<file path="src/rtl/vpth_pkg.sv">
// Package for the vertical point-in-triangle height unit.
// Holds shared widths, defaults and the word type passed from front to back.
// No dependencies.
package vpth_pkg;

    localparam int FRAC_BITS_DEF   = 16;
    localparam int QUEUE_DEPTH_DEF = 2;
    localparam int IW              = 32;
    localparam int EW              = 33;
    localparam int NW              = 66;
    localparam int MGW             = 16;
    localparam logic [MGW-1:0] MARGIN_RESET = 16'd13107;

    typedef struct packed {
        logic signed [NW-1:0] d;
        logic signed [NW-1:0] ns;
        logic signed [NW-1:0] nt;
        logic signed [EW-1:0] e1y;
        logic signed [EW-1:0] e2y;
        logic signed [IW-1:0] y0;
    } t_tri;

    localparam int TRI_W = $bits(t_tri);

endpackage

</file>
<file path="src/rtl/vpth_fifo.sv">
// Short queue of triangle words between the front end and the back end.
// Register based, one read place at the head. Depends on vpth_pkg.
module vpth_fifo import vpth_pkg::*; #(
    parameter int DEPTH = QUEUE_DEPTH_DEF
) (
    input  logic i_clk,
    input  logic i_rst_n,
    input  logic i_wr,
    input  t_tri i_word,
    output logic o_full,
    input  logic i_rd,
    output t_tri o_word,
    output logic o_empty
);

    localparam int AW = (DEPTH > 1) ? $clog2(DEPTH) : 1;
    localparam int CW = $clog2(DEPTH + 1);

    t_tri r_mem [DEPTH];
    logic [AW-1:0] r_wp, r_rp;
    logic [CW-1:0] r_cnt;
    logic w_wr, w_rd;

    assign o_full  = (r_cnt == CW'(DEPTH));
    assign o_empty = (r_cnt == '0);
    assign w_wr    = i_wr && !o_full;
    assign w_rd    = i_rd && !o_empty;
    assign o_word  = r_mem[r_rp];

    always_ff @(posedge i_clk) begin
        if (w_wr) begin
            r_mem[r_wp] <= i_word;
        end
    end

    always_ff @(posedge i_clk) begin
        if (!i_rst_n) begin
            r_wp  <= '0;
            r_rp  <= '0;
            r_cnt <= '0;
        end else begin
            if (w_wr) begin
                r_wp <= (r_wp == AW'(DEPTH - 1)) ? '0 : r_wp + AW'(1);
            end
            if (w_rd) begin
                r_rp <= (r_rp == AW'(DEPTH - 1)) ? '0 : r_rp + AW'(1);
            end
            r_cnt <= r_cnt + CW'(w_wr) - CW'(w_rd);
        end
    end

endmodule

</file>
<file path="config.mk">
export PLATFORM = sky130hd
export DESIGN_NAME = vpth_fifo
export DESIGN_NICKNAME = d
export VERILOG_FILES = /design/src/rtl/vpth_pkg.sv /design/src/rtl/vpth_fifo.sv
export SDC_FILE = /design/constraint.sdc
export NUM_CORES = 1
export LEC_CHECK = 0
export BUFFER_PORTS_ARGS = -buffer_cell sky130_fd_sc_hd__buf_2
export CORE_AREA = 5 5 228 230
export CTS_CLUSTER_DIAMETER = 200
export DETAILED_ROUTE_END_ITERATION = 10
export DIE_AREA = 0 0 233 235
export PLACE_DENSITY = 0.71
export SYNTH_ARGS = -nofsm -noshare
export SYNTH_HDL_FRONTEND = slang
export SYNTH_SLANG_ARGS = --single-unit
</file>
<file path="constraint.sdc">
create_clock -name i_clk -period 41.1 [get_ports i_clk]
set_input_delay 8.22 -clock i_clk [delete_from_list [all_inputs] [get_ports i_clk]]
set_output_delay 8.22 -clock i_clk [all_outputs]
set_load 0.005 [all_outputs]
</file>
==> results.md <==
* Status: finished, final reports clean
* Post-synthesis net count at 1250
* Rows at 82
* DR iter-0 viols at 642
* VDD IR max at 54.1 uV
* Number of vias in the routed layout at 11200
* Worst Path Required at 32880 ps
* Routability cong. at 0.836
* Final min period at 12210 ps
* Largest net degree at the start of global routing at 178
* Mapped Cells at 948
* Max_cap viols at 0
* Count of final max-slew check failures at 0
* Drt drc at 0
* Die height at 235 um
* Final setup viols at 0
* Top cells by area, synth: edfxtp_1, mux2_4, mux2_2
* Area of the multi-input gates at 0.00437 sq mm
* Synthesis Warnings at 0
* Post-synth top area share at 0.787
* Worst endpoint data arrival time at 3990 ps
* Number of global-route vias before repair at 11900
* Layout fillers at 3854
* Hold-fix buffers, CTS at 0
* CTS tree: yes
* Syn Std Cell Area at 0.0226 sq mm
* Clock Sinks at 597
* PwrDens at 64.7 mW/mm^2
* First-pass GRT wire length at 72700 um
* # nets final at 1884
* Reg area at 0.0179 sq mm
* CP endpoint kind: output port
* CTS resizes at 0
* Total grt overflow at 0
* Initial antenna violation count at 22
* Setup TNS at 0 ps
* Clock transition at the registers of the reported paths at 60 ps
* Leading area contributor after synthesis: edfxtp_1
* Fin Clk Skew at 15.5 ps
* Core area at 0.0497 sq mm
* Starting density of the core at 0.455
* CTS Root Cell: clkbuf_16
* Avg Vias per Cell at 4.83
* Synth-to-layout area growth at 24.8%
* Slew @ Worst Pin at 1100 ps
* Hold Path Class: flip-flop to flip-flop
* Pre-antenna DRT Iters at 6
* Slew headroom at 0.269
* Crit start category: flip-flop
* Tot GR Track Use at 0.175
* Final Hold Fails at 0
* Share of layout cells above drive strength 1 at 0.607
* Pleak at 10.9 nW
* Setup bufs post-CTS at 0
* Clock Latency Late Sink at 600 ps
* Die Area at 0.0548 sq mm
* IO Count at 598
* Crit share post-route at 0.297
* Critical path class: flip-flop to output port
* CTS buffer count at 60
* Drt total wl at 50400 um
* Synth unique cells at 18
* Final Power at 1.82 mW
* DP HPWL at 35800 um
* Max clock buf depth at 3
* Die width at 233 um
* Achievable frequency at 0.0819 GHz
* CTS H-tree depth at 2
* Sequential-to-total area share from yosys stat at 0.792
* Syn avg cell area at 23.8 sq um
* Port Buf Inserts at 597
* Detail Route Antenna Nets at 0
* Critical Path Fanout Max at 61
* RSZ-0062 raised after global routing: no
* Drt wl/cell at 21.8 um
* Count of state elements after synthesis at 597
-- flip-flops by register name (all words and copies together) (netlist names), named ones only --
signal	count
r_rp	1
r_cnt	2
r_mem	592
r_wp	1
-- metrics by stage --
| stage | hold WS [ps] | instance area [sq um] | cells | util | setup WS (ps) |
|---|---|---|---|---|---|
| 2_1_floorplan | 455 | 22600 | 948 | - | 19570 |
| 3_3_place_gp | 494 | 26200 | 2192 | 0.527 | 29550 |
| 3_5_place_dp | 511 | 26200 | 2192 | 0.527 | 29480 |
| 4_1_cts | 525 | 28100 | 2304 | 0.567 | 28840 |
| 5_1_grt | 557 | 28200 | 2314 | 0.567 | 28670 |
| 6_report | 515 | 28200 | 2317 | 0.568 | 28890 |
-- final timing paths --
path	depth (start not counted)	from	slack [ps]	to
min reg2reg	2	r_rp	520	r_rp
max	4	flip-flop	28890	o_word[287]
min	2	r_rp	520	r_rp
max reg2reg	4	r_cnt[0]	37680	r_mem[1][129]
-- cells in the mapped netlist (all sizes together) --
master and instances:
nand2b 2, nor2 5, nor3 1, and3 1
buf 33, inv 3, mux2 296, and2 2
mux2i 1, ha 2, xor2 1, xnor2 1
edfxtp 592, o21a 1, dfxtp 5, nand2 2
-- layer usage --
| layer | wire length (um) | up-vias | track usage |
|---|---|---|---|
| met5 | 99 | - | 0 |
| met4 | 1280 | 16 | 0.0571 |
| met3 | 4350 | 105 | 0.0628 |
| met2 | 27000 | 407 | 0.319 |
| met1 | 17700 | 5589 | 0.186 |
| li1 | - | 5082 | - |
-- cell families (layout without fill, tap and decap cells) --
logic type                 count (synthesis)  after routing  share of synthesized area
xor gates and xnor gates                   2              2                   0.000776
muxes                                    297            297                      0.188
DFF                                      597            597                      0.792
other                                      0             13                          0
and+or+nand+nor                           13             13                    0.00277
buffers and inverters                     36            720                     0.0156
adders and majority gates                  2              2                    0.00111
AOI/OAI and AO/OA                          1              1                   0.000333
-- cell type report --
cell class,instances,area share
flip-flops and latches,597,0.634
repair buffers,605,0.109
clock inverters,32,0.0122
inverters,3,0.000400
multi-input cells,315,0.155
diodes,13,0.00115
well taps,672,0.0298
clock buffers,80,0.0574
-- where the power goes --
part	switching (mW)	internal, mW	total (mW)
combinational	0.215	0.249	0.464
clock	0.217	0.320	0.537
sequential	0.0366	0.787	0.823
total	0.468	1.36	1.82
-- critical path, stage by stage (launching register included) --
cell and delay, ps:
dfxtp_4 1000, buf_4 840, buf_4 880, mux2_2 410
buf_2 120
-- cells in the final DEF (no fill, tap or decap), types with 4 or more instances in the layout --
| cell | netlist | final |
|---|---|---|
| clkinv_1 | 0 | 8 |
| dfxtp_1 | 5 | 4 |
| bufinv_16 | 0 | 7 |
| edfxtp_1 | 592 | 592 |
| diode_2 | 0 | 13 |
| clkbuf_1 | 0 | 17 |
| mux2_4 | 240 | 240 |
| mux2_2 | 56 | 56 |
| clkinv_2 | 0 | 11 |
| nor2_1 | 5 | 4 |
| buf_4 | 0 | 5 |
| clkbuf_16 | 0 | 61 |
| buf_2 | 5 | 597 |
Note: power is estimated with default switching activity, not from simulation.
