--- src/rtl/vpth_pkg.sv ---
// Package for the vertical point-in-triangle height unit.
// Holds shared widths, defaults and the word type passed from front to back.
// No dependencies.
package vpth_pkg;

    localparam int FRAC_BITS_DEF   = 16;
    localparam int QUEUE_DEPTH_DEF = 2;
    localparam int IW              = 32;
    localparam int EW              = 33;
    localparam int NW              = 66;
    localparam int MGW             = 16;
    localparam logic [MGW-1:0] MARGIN_RESET = 16'd13107;

    typedef struct packed {
        logic signed [NW-1:0] d;
        logic signed [NW-1:0] ns;
        logic signed [NW-1:0] nt;
        logic signed [EW-1:0] e1y;
        logic signed [EW-1:0] e2y;
        logic signed [IW-1:0] y0;
    } t_tri;

    localparam int TRI_W = $bits(t_tri);

endpackage

--- src/rtl/vpth_front.sv ---
// Front end: accepts one triangle word and forms the determinant and the two numerators.
// One shared 33 by 33 multiplier runs six products in sequence. Depends on vpth_pkg.
module vpth_front import vpth_pkg::*; (
    input  logic                 i_clk,
    input  logic                 i_rst_n,
    input  logic                 push,
    output logic                 full,
    input  logic signed [IW-1:0] i_v0_x,
    input  logic signed [IW-1:0] i_v0_y,
    input  logic signed [IW-1:0] i_v0_z,
    input  logic signed [IW-1:0] i_v1_x,
    input  logic signed [IW-1:0] i_v1_y,
    input  logic signed [IW-1:0] i_v1_z,
    input  logic signed [IW-1:0] i_v2_x,
    input  logic signed [IW-1:0] i_v2_y,
    input  logic signed [IW-1:0] i_v2_z,
    input  logic signed [IW-1:0] i_player_x,
    input  logic signed [IW-1:0] i_player_z,
    output logic                 o_wr,
    output t_tri                 o_word,
    input  logic                 i_q_full
);

    typedef enum logic [2:0] {
        FS_IDLE = 3'b001,
        FS_MUL  = 3'b010,
        FS_PUSH = 3'b100
    } t_fstate;

    t_fstate r_state;
    logic [2:0] r_cnt;
    logic signed [EW-1:0] r_e1x, r_e1z, r_e2x, r_e2z, r_bx, r_bz;
    logic signed [NW-1:0] r_p;
    t_tri r_word;
    logic signed [EW-1:0] w_ma, w_mb;
    logic signed [NW-1:0] w_prod;

    always_comb begin
        case (r_cnt)
            3'd0: begin w_ma = r_e2x; w_mb = r_e1z; end
            3'd1: begin w_ma = r_e1x; w_mb = r_e2z; end
            3'd2: begin w_ma = r_e2x; w_mb = r_bz; end
            3'd3: begin w_ma = r_e2z; w_mb = r_bx; end
            3'd4: begin w_ma = r_e1z; w_mb = r_bx; end
            3'd5: begin w_ma = r_e1x; w_mb = r_bz; end
            default: begin w_ma = '0; w_mb = '0; end
        endcase
    end

    assign w_prod = w_ma * w_mb;
    assign full   = (r_state != FS_IDLE);
    assign o_wr   = (r_state == FS_PUSH) && !i_q_full;
    assign o_word = r_word;

    always_ff @(posedge i_clk) begin
        if (!i_rst_n) begin
            r_state <= FS_IDLE;
            r_cnt   <= '0;
        end else begin
            case (r_state)
                FS_IDLE: begin
                    if (push) begin
                        r_e1x <= EW'(i_v1_x) - EW'(i_v0_x);
                        r_e1z <= EW'(i_v1_z) - EW'(i_v0_z);
                        r_e2x <= EW'(i_v2_x) - EW'(i_v0_x);
                        r_e2z <= EW'(i_v2_z) - EW'(i_v0_z);
                        r_bx  <= EW'(i_player_x) - EW'(i_v0_x);
                        r_bz  <= EW'(i_player_z) - EW'(i_v0_z);
                        r_word.e1y <= EW'(i_v1_y) - EW'(i_v0_y);
                        r_word.e2y <= EW'(i_v2_y) - EW'(i_v0_y);
                        r_word.y0  <= i_v0_y;
                        r_cnt   <= '0;
                        r_state <= FS_MUL;
                    end
                end
                FS_MUL: begin
                    r_p <= w_prod;
                    case (r_cnt)
                        3'd1: r_word.d  <= r_p;
                        3'd2: r_word.d  <= r_word.d - r_p;
                        3'd3: r_word.ns <= r_p;
                        3'd4: r_word.ns <= r_word.ns - r_p;
                        3'd5: r_word.nt <= r_p;
                        3'd6: r_word.nt <= r_word.nt - r_p;
                        default: ;
                    endcase
                    if (r_cnt == 3'd6) begin
                        r_state <= FS_PUSH;
                    end
                    r_cnt <= r_cnt + 3'd1;
                end
                FS_PUSH: begin
                    if (!i_q_full) begin
                        r_state <= FS_IDLE;
                    end
                end
                default: r_state <= FS_IDLE;
            endcase
        end
    end

endmodule

--- config.mk ---
export PLATFORM = sky130hd
export DESIGN_NAME = vpth_front
export DESIGN_NICKNAME = d
export VERILOG_FILES = /design/src/rtl/vpth_pkg.sv /design/src/rtl/vpth_front.sv
export SDC_FILE = /design/constraint.sdc
export NUM_CORES = 2
export LEC_CHECK = 0
export BUFFER_PORTS_ARGS = -buffer_cell sky130_fd_sc_hd__buf_2
export CAP_MARGIN = 20
export CORE_MARGIN = 2
export CORE_UTILIZATION = 57
export DETAILED_ROUTE_END_ITERATION = 6
export GPL_ROUTABILITY_DRIVEN = 0
export GPL_TIMING_DRIVEN = 0
export HOLD_SLACK_MARGIN = 0.03
export MAX_ROUTING_LAYER = met4
export PLACE_DENSITY = 0.76
export REMOVE_ABC_BUFFERS = 1
export SLEW_MARGIN = 10
export SYNTH_ARGS = -nofsm -noshare
export SYNTH_HDL_FRONTEND = slang
export SYNTH_SLANG_ARGS = --single-unit
--- constraint.sdc ---
create_clock -name i_clk -period 25.3 [get_ports i_clk]
set_clock_uncertainty 0.2 [all_clocks]
set_input_delay 7.59 -clock i_clk [delete_from_list [all_inputs] [get_ports i_clk]]
set_output_delay 7.59 -clock i_clk [all_outputs]
set_load 0.01 [all_outputs]
==> results by group <==
Synth
  – Share of the synthesized area in the top cell type: between 20% and 30%
  – Synth warn: 0
  – Seq/Total Area, Yosys: a little over a fifth
  – Asr flop ratio synth: 0%
  – Top cell type by total area after synthesis: fa_1
  – Mean post-synth cell area: between 9 and 10 sq um
  – Synthesized area: just over 80,000 sq um
  – Top area cells in the synthesized netlist: fa_1 (29%), edfxtp_1 (21%), ha_1 (10%)
  – Top FF cell, synth: edfxtp_1
  – Seq cells post-synth: ~570
  – EDFF count, synth: 560
  – Synth cell types: 99
  – Mapped Cells: between 8,000 and 9,000

STA
  – Fin. max-slew vios: 0
  – Period minus WS final: approximately 16 ns
  – Fmax: about 0.063 GHz
  – Count of final hold-check violations: 0
  – Relative slew margins: between 6 and 7%
  – Setup violators final: 0
  – RSZ-0062 raised after global routing: no
  – Final period utilization: between 60% and 70%
  – Worst-Margin Slew: around 1.4 ns
  – Setup_tns: 0 ns

GRT
  – Grt ovf: 0
  – Initial antenna violation count: 50
  – First-pass GRT wire length: roughly 400,000 microns
  – GRT Util Overall: between 30% and 40%
  – Vias in the first global route: approximately 70,000
  – Largest net degree at the start of global routing: 94

Clock tree
  – Htree depth: 3
  – CTS Buf Count: 71
  – Post-CTS Resized: 0
  – CTS Hold Buffers Added: 0
  – Worst-path clk slew: around 0.060 ns
  – Clk root buf: clkbuf_16
  – Clock Tree Buf Depth: 3
  – Clk sinks: roughly 570
  – CTS tree: done
  – Worst-Skew Late Latency: 0.73 ns
  – Postcts setup bufs: 0

Final layout
  – Footprint of the multi-input gates: ~58,000 sq um
  – # fillers: 11,300
  – Layout cell share with drive strength beyond 1: about a tenth
  – FF/Latch Area: approximately 17,000 sq um
  – Fin nets: ~11,000
  – Post-route cell area: 89,900 sq um
  – Area grow syn2layout: 11.1%

Hold path
  – Hold Path Depth: 2
  – Hold crit path type: reg -> reg

Critical path
  – R2R depth: 32
  – Worst Path Required: 17.51 ns
  – Critical path launch point type: primary input
  – Crit path DAT: roughly 8.1 ns
  – Critical path peak fanout: 2
  – Worst Setup End Kind: output port
  – Critical path type: in -> out

Route
  – Routed vias: roughly 69,000
  – Starting DRT DRC Count: slightly below 8,000
  – DRC violations left: 6
  – Antenna viol nets, final: 0
  – Routed WL per cell: 23.4 microns
  – Router iterations before antenna repair: 7
  – DRT Wirelength: between 200,000 and 300,000 microns
  – Via-to-Cell Ratio: a little over 6

Job
  – Max-Cap Viols: 0

Placement
  – Placed cell areas: about 87,000 sq um
  – Port Buffers: around 650
  – Final HPWL DP: 209,000 microns

Floorplan
  – Die Area: ~140,000 sq um
  – Die X-Extent: 381 microns
  – Core Area: around 140,000 sq um
  – Initial Utilization: 57.3%
  – Rows: between 100 and 150
  – I/O pin cnt: around 650
  – DIE HEIGHT: between 300 and 400 microns

Status
  – Status: finished with violations
  – Violated checks: DRC
cells in the mapped netlist (18+ instances only):
cell type,n
o21ai_0,370
o21a_1,80
inv_1,1426
nor3_1,68
ha_1,673
o21ai_1,48
or3_1,29
a211oi_1,35
xor2_1,146
edfxtp_1,560
a221oi_1,38
and2_1,47
and3_1,50
a21boi_0,18
fa_1,1156
a21oi_1,459
clkbuf_1,324
a222oi_1,33
o211ai_1,28
nor2_1,723
a22o_1,35
a221o_1,39
o21bai_1,69
a31oi_1,54
nor2b_1,79
a21o_1,244
xnor2_1,317
nand4_1,65
nand2b_1,64
nand3_1,83
nand2_1,1101
per-layer routing:
metal,part of all wire [%],global-route usage (%)
met1,37,45.2
met2,43,54.9
met3,13,11.6
met4,6.6,19.7
met5,0,-
cell usage in the layout (no fill, tap or decap), types with 72 or more instances in the layout:
master / count
a21o_1: 243
edfxtp_1: 560
ha_1: 671
xor2_1: 146
o21ai_0: 370
xnor2_1: 317
clkbuf_16: 72
nand3_1: 83
nor2_1: 723
a21oi_1: 457
buf_2: 654
nor2b_1: 76
inv_1: 1425
o21a_1: 80
nand2_1: 1086
fa_1: 1156
flip-flops by register name (all words and copies together), names as in the netlist:
name     cells
r_bz        33
o_word     296
r_e2x       33
r_bx        33
r_p         66
r_cnt        3
r_e1z       33
r_e1x       33
r_state      3
r_e2z       33
path summary, 6_finish.rpt:
check              to      from  slack [ns]
min reg2reg  r_cnt[0]  r_cnt[0]        0.40
min          r_cnt[0]  r_cnt[0]        0.40
max              o_wr  i_q_full        9.40
max reg2reg   r_p[65]  r_cnt[2]       12.81
through the flow:
stage	instances	setup WS (ns)	util [%]	hold WS, ns
after floorplan	8409	9.48	-	0.322
after global placement	11000	5.33	60.3	0.359
after detailed placement	11000	9.39	61.7	0.378
after CTS	11200	9.38	63.4	0.388
after global routing	11200	9.35	63.6	0.403
final	11200	9.40	63.6	0.397
logic make-up (layout without fill, tap and decap cells):
| logic type | count (synthesis) | count (layout) | share of synthesized area (%) |
|---|---|---|---|
| simple gates | 2380 | 2380 | 12.7 |
| fa+ha+maj | 1829 | 1829 | 39.0 |
| buf+inv | 1765 | 2290 | 8.21 |
| compound gates | 1741 | 1741 | 14.1 |
| flops | 566 | 566 | 20.9 |
| xor+xnor | 463 | 463 | 5.01 |
| mux | 3 | 3 | 0.0371 |
| other cells | 0 | 53 | 0 |
area by class of cell:
type | instances | share of cell area, %
Clock buffer | 82 | 2.07
Antenna cell | 53 | 0.148
Multi-Input combinational cell | 6416 | 64.4
Tap cell | 1890 | 2.63
Clock inverter | 44 | 0.622
Timing Repair Buffer | 737 | 5.33
Sequential cell | 566 | 18.8
Inverter | 1427 | 5.96
critical path, cell delays in order:
cell and delay (ns):
buf_2 0.11, nor4b_1 0.23, buf_2 0.18
Power is not shown: default switching activity piles up to over one toggle a cycle in this logic, so the estimate is an artifact.
