$ cat src/rtl/vpth_pkg.sv
// Package for the vertical point-in-triangle height unit.
// Holds shared widths, defaults and the word type passed from front to back.
// No dependencies.
package vpth_pkg;

    localparam int FRAC_BITS_DEF   = 16;
    localparam int QUEUE_DEPTH_DEF = 2;
    localparam int IW              = 32;
    localparam int EW              = 33;
    localparam int NW              = 66;
    localparam int MGW             = 16;
    localparam logic [MGW-1:0] MARGIN_RESET = 16'd13107;

    typedef struct packed {
        logic signed [NW-1:0] d;
        logic signed [NW-1:0] ns;
        logic signed [NW-1:0] nt;
        logic signed [EW-1:0] e1y;
        logic signed [EW-1:0] e2y;
        logic signed [IW-1:0] y0;
    } t_tri;

    localparam int TRI_W = $bits(t_tri);

endpackage

$ cat src/rtl/vpth_back.sv
// Back end: divides both numerators by the determinant, tests the range, interpolates.
// One iterative restoring divider and one multiplier; holds the height. Depends on vpth_pkg.
module vpth_back import vpth_pkg::*; #(
    parameter int FRAC_BITS = FRAC_BITS_DEF
) (
    input  logic                 i_clk,
    input  logic                 i_rst_n,
    input  logic                 i_q_empty,
    input  t_tri                 i_q_word,
    output logic                 o_q_pop,
    input  logic [MGW-1:0]       i_margin,
    output logic                 empty,
    input  logic                 pop,
    output logic                 o_inside_res,
    output logic                 o_degenerate,
    output logic signed [IW-1:0] o_height
);

    localparam int QW = FRAC_BITS + 6;
    localparam int UW = FRAC_BITS + 5;
    localparam int MW = NW - 1;
    localparam int RW = MW + FRAC_BITS + 4;
    localparam int HW = FRAC_BITS + 40;
    localparam int CW = $clog2(FRAC_BITS + 5);
    localparam logic signed [HW-1:0] SMAX = {{(HW-IW){1'b0}}, 1'b0, {(IW-1){1'b1}}};
    localparam logic signed [HW-1:0] SMIN = {{(HW-IW){1'b1}}, 1'b1, {(IW-1){1'b0}}};

    typedef enum logic [6:0] {
        BS_IDLE = 7'b0000001,
        BS_DSET = 7'b0000010,
        BS_DIV  = 7'b0000100,
        BS_MS   = 7'b0001000,
        BS_MT   = 7'b0010000,
        BS_SUM  = 7'b0100000,
        BS_OUT  = 7'b1000000
    } t_bstate;

    t_bstate r_state;
    t_tri r_word;
    logic r_sel, r_neg, r_degen, r_ov;
    logic [CW-1:0] r_cnt;
    logic [RW-1:0] r_rem, r_ds;
    logic [UW-1:0] r_q;
    logic signed [QW-1:0] r_s, r_t;
    logic signed [HW-1:0] r_p, r_h;
    logic signed [IW-1:0] r_held;
    logic r_out_in, r_out_dg;
    logic signed [IW-1:0] r_out_h;

    logic signed [NW-1:0] w_num, w_nneg, w_dneg;
    logic [MW-1:0] w_nabs, w_dabs;
    logic w_big;
    logic signed [QW-1:0] w_qs, w_mf, w_hi, w_ma;
    logic signed [EW-1:0] w_mb;
    logic signed [HW-1:0] w_prod, w_hr, w_sat;
    logic [FRAC_BITS+MGW-1:0] w_mfull;
    logic w_inside;
    logic w_load;

    assign w_num  = r_sel ? r_word.nt : r_word.ns;
    assign w_nneg = -w_num;
    assign w_dneg = -r_word.d;
    assign w_nabs = w_num[NW-1] ? w_nneg[MW-1:0] : w_num[MW-1:0];
    assign w_dabs = r_word.d[NW-1] ? w_dneg[MW-1:0] : r_word.d[MW-1:0];
    assign w_big  = ({4'b0, w_nabs} >= {w_dabs, 4'b0});
    assign w_qs   = r_neg ? -$signed({1'b0, r_q}) : $signed({1'b0, r_q});

    assign w_mfull = {i_margin, {FRAC_BITS{1'b0}}};
    assign w_mf    = $signed(QW'(w_mfull[FRAC_BITS+MGW-1:MGW]));
    assign w_hi    = $signed(QW'(1) <<< FRAC_BITS) + w_mf;
    assign w_inside = !r_degen && (r_s >= -w_mf) && (r_s <= w_hi)
                      && (r_t >= -w_mf) && (r_t <= w_hi);

    assign w_ma   = (r_state == BS_MS) ? r_s : r_t;
    assign w_mb   = (r_state == BS_MS) ? r_word.e1y : r_word.e2y;
    assign w_prod = w_ma * w_mb;

    assign w_hr  = (r_h + (HW'(1) <<< (FRAC_BITS - 1))) >>> FRAC_BITS;
    assign w_sat = (w_hr > SMAX) ? SMAX : ((w_hr < SMIN) ? SMIN : w_hr);

    assign w_load       = (r_state == BS_OUT) && (!r_ov || pop);
    assign o_q_pop      = (r_state == BS_IDLE) && !i_q_empty;
    assign empty        = !r_ov;
    assign o_inside_res = r_out_in;
    assign o_degenerate = r_out_dg;
    assign o_height     = r_out_h;

    always_ff @(posedge i_clk) begin
        if (!i_rst_n) begin
            r_state <= BS_IDLE;
            r_ov    <= 1'b0;
            r_held  <= '0;
        end else begin
            if (w_load) begin
                r_ov <= 1'b1;
            end else if (pop) begin
                r_ov <= 1'b0;
            end
            case (r_state)
                BS_IDLE: begin
                    if (!i_q_empty) begin
                        r_word  <= i_q_word;
                        r_sel   <= 1'b0;
                        r_degen <= (i_q_word.d == '0);
                        r_state <= (i_q_word.d == '0) ? BS_OUT : BS_DSET;
                    end
                end
                BS_DSET: begin
                    r_neg <= w_num[NW-1] ^ r_word.d[NW-1];
                    r_rem <= RW'(w_nabs) << FRAC_BITS;
                    r_ds  <= RW'(w_dabs) << (FRAC_BITS + 3);
                    if (w_big) begin
                        r_q   <= UW'(1) << (FRAC_BITS + 4);
                        r_cnt <= '0;
                    end else begin
                        r_q   <= '0;
                        r_cnt <= CW'(FRAC_BITS + 4);
                    end
                    r_state <= BS_DIV;
                end
                BS_DIV: begin
                    if (r_cnt == '0) begin
                        if (r_sel) begin
                            r_t     <= w_qs;
                            r_state <= BS_MS;
                        end else begin
                            r_s     <= w_qs;
                            r_sel   <= 1'b1;
                            r_state <= BS_DSET;
                        end
                    end else begin
                        if (r_rem >= r_ds) begin
                            r_rem <= r_rem - r_ds;
                            r_q   <= {r_q[UW-2:0], 1'b1};
                        end else begin
                            r_q   <= {r_q[UW-2:0], 1'b0};
                        end
                        r_ds  <= r_ds >> 1;
                        r_cnt <= r_cnt - CW'(1);
                    end
                end
                BS_MS: begin
                    r_p     <= w_prod;
                    r_state <= BS_MT;
                end
                BS_MT: begin
                    r_h     <= (HW'(r_word.y0) <<< FRAC_BITS) + r_p;
                    r_p     <= w_prod;
                    r_state <= BS_SUM;
                end
                BS_SUM: begin
                    r_h     <= r_h + r_p;
                    r_state <= BS_OUT;
                end
                BS_OUT: begin
                    if (w_load) begin
                        r_out_in <= w_inside;
                        r_out_dg <= r_degen;
                        if (w_inside) begin
                            r_held  <= w_sat[IW-1:0];
                            r_out_h <= w_sat[IW-1:0];
                        end else begin
                            r_out_h <= r_held;
                        end
                        r_state <= BS_IDLE;
                    end
                end
                default: r_state <= BS_IDLE;
            endcase
        end
    end

endmodule

$ cat config.mk
export PLATFORM = sky130hd
export DESIGN_NAME = vpth_back
export DESIGN_NICKNAME = d
export VERILOG_FILES = /design/src/rtl/vpth_pkg.sv /design/src/rtl/vpth_back.sv
export SDC_FILE = /design/constraint.sdc
export NUM_CORES = 2
export LEC_CHECK = 0
export BUFFER_PORTS_ARGS = -buffer_cell sky130_fd_sc_hd__buf_2
export CAP_MARGIN = 5
export CORE_UTILIZATION = 57
export DETAILED_ROUTE_END_ITERATION = 7
export PLACE_DENSITY = 0.77
export SYNTH_ARGS = -nofsm -noshare
export SYNTH_HDL_FRONTEND = slang
export SYNTH_SLANG_ARGS = --single-unit
$ cat constraint.sdc
create_clock -name i_clk -period 14.5 [get_ports i_clk]
set_clock_uncertainty 0.05 [all_clocks]
set_input_delay 0.725 -clock i_clk [delete_from_list [all_inputs] [get_ports i_clk]]
set_output_delay 0.725 -clock i_clk [all_outputs]
set_load 0.03 [all_outputs]
==> flow_summary.ini <==
[clock_network]
cts_setup_buffers = 0
ctsResizeCount = 0
ctsHtreeMaxLevel = 3
cts_tree = built
cts-root-buf = clkbuf_16
clock_latency_ns = 0.73
cts_inserted_buffers = 82
clk_pin_slew_ns = 0.06
cts_max_path_buffers = 3
cts_sinks = 723
ctsHoldBuffers = 0

[place]
io_buffers = 351
place_area_sq_mm = 0.0718
dp.cells = 8686
routabilityCongestion = 0.985
dp_hpwl_mm = 152

[yosys]
yosys_most_used_dff = edfxtp_1
ys_types = 89
ys_ff_latch = 723
synthArstFlopShare = 0
synth_edf_count = 683
yosys_warnings = 0
synth-compound-area-share = 0.121
synth_area_sq_mm = 0.0685
synth_top_family_by_area = adder cells
synthCells = 6935
syn_nets = 8452
synth.area.mux_share = 0.0251
synth-adder-area-share = 0.299
yosysSeqAreaShare = 0.311
synthSimpleGateAreaFrac = 0.128
synth_xor_area_frac = 0.0532
syn_avg_cell_area_sq_um = 9.87

[worst_setup_path]
crit_path_top_delay_cell = mux2i_1
max_stage_delay_ns = 1.26
worst_setup_path_end_kind = flop
worst-path-max-fanout = 47
crit_top_cell = fa_1
cp-start-kind = flop
cp.arrival_ns = 11.05
required_ns = 14.86
crit_type = reg2reg
regToRegSetupSlack_ns = 3.82

[finish]
drive_gt1_frac = 0.0888
mostFrequentLayoutCell = inv_1
area_growth_syn_to_layout_pct = 9.06
fin_area_sq_mm = 0.0747
num-nets-final = 8687
layout_common_cells = inv_1, fa_1, nand2_1, edfxtp_1, nor2_1
finalNonFillerCells = 8846

[detailed_routing]
wl_per_cell_microns = 21.9
routed_wl_mm = 194
viasPerCell = 6.02
dr_total_vias = 53300
dr.first_iter.drc_count = 5394
drc = 0
drt.antenna.violating_nets = 0
first_pass_iters = 8

[sta]
tightest_slew_ns = 1.55
final.min_clock_period_ns = 10.68
slew-limit-headroom = -0.0608
fin_crit_sh = 0.737
finalSetupViolCount = 0
clock.fmax_mhz = 93.6
tns_ns = 0
slew_violations = 10
rsz0062_at_grt = false
hold_violations = 0
fin_hold_ws_ns = 0.106

[floorplanning]
row_count = 126
fp.dieH_microns = 349
core_sq_mm = 0.119
pin_count = 352
die-area_sq_mm = 0.122
fp.dieW_microns = 349
initial_core_util = 0.578

[outcome]
failed_checks = capacitance limit, slew limit
status = finished, violations left

[grt]
grt_pass1_wl_mm = 297
first_global_vias = 52600
grt_usage = 0.318
antenna_found_initial = 9
grt_max_degree = 252
overflow = 0

[min_path]
hp-class = in2reg

[run]
cap_violations = 1
[critical path, delay by kind of cell, from the launching register on]
| family | cells | cell delay (ns) |
|---|---|---|
| xor+xnor | 1 | 0.08 |
| mux | 1 | 1.26 |
| simple gates | 5 | 1.19 |
| buf+inv | 5 | 0.58 |
| compound gates | 8 | 2.81 |
| fa+ha+maj | 8 | 3.98 |
| flops | 1 | 0.33 |
[cell usage after synthesis (78+ instances only)]
library cell | count | area (sq um)
inv_1 | 881 | 3310
fa_1 | 724 | 14500
nand2_1 | 716 | 2690
edfxtp_1 | 683 | 20500
nor2_1 | 645 | 2420
ha_1 | 477 | 5970
a21oi_1 | 430 | 2150
o21ai_0 | 356 | 1780
clkbuf_1 | 225 | 845
xnor2_1 | 216 | 1890
xor2_1 | 200 | 1750
a21o_1 | 164 | 1230
mux2i_1 | 104 | 1040
nand3_1 | 86 | 430
nand4_1 | 84 | 526
nor3_1 | 78 | 390
[layer usage]
metal  up-vias  global-route usage  part of all wire
met1     26000               0.442              0.41
met4         6               0.105             0.036
met5         -                   0           0.00020
met3       412              0.0807              0.11
met2      2814               0.487              0.44
li1      24000                   -                 -
[cell families after synthesis]
| group | Yosys count |
|---|---|
| multiplexers | 164 |
| adder cells (fa/ha/maj) | 1201 |
| XOR/XNOR | 416 |
| flip-flops | 723 |
| AND/OR/NAND/NOR | 1950 |
| AO/OA/AOI/OAI | 1348 |
| buffers and inverters | 1133 |
[area by class of cell]
type                       instances  area (sq um)
clock buffer                     102          2150
fill                            9662         43900
inverter                         882          3310
tap                             1600          2000
timing repair buffer             402          2170
antenna                            7          17.5
clock inverter                    51           674
multi-input combinational       5079         43000
sequential                       723         21300
[stage by stage]
stage               setup slack (ns)  utilization
global route                    3.46        0.630
floorplan                       3.87            -
global placement                4.13        0.606
finish                          3.82        0.630
CTS                             4.02        0.630
detailed placement              4.07        0.606
[final timing paths]
path | start | to | cells after the start
max reg2reg | r_state[1] | r_p[54] | 28
max | r_state[1] | r_p[54] | 28
min reg2reg | r_q[0] | r_s[0] | 0
min | i_q_word[160] | r_word[160] | 1
[sequential cells by signal, summed over array words and instances, names as in the netlist, 21 cells and up]
register / count
r_q: 21
r_rem: 85
r_h: 56
r_held: 32
r_s: 22
r_ds: 84
r_word: 296
r_p: 55
r_t: 22
o_height: 32
Power is left out: the tool's default activity adds up to more than one toggle a clock period on the data nets, which glitch-free logic cannot reach.
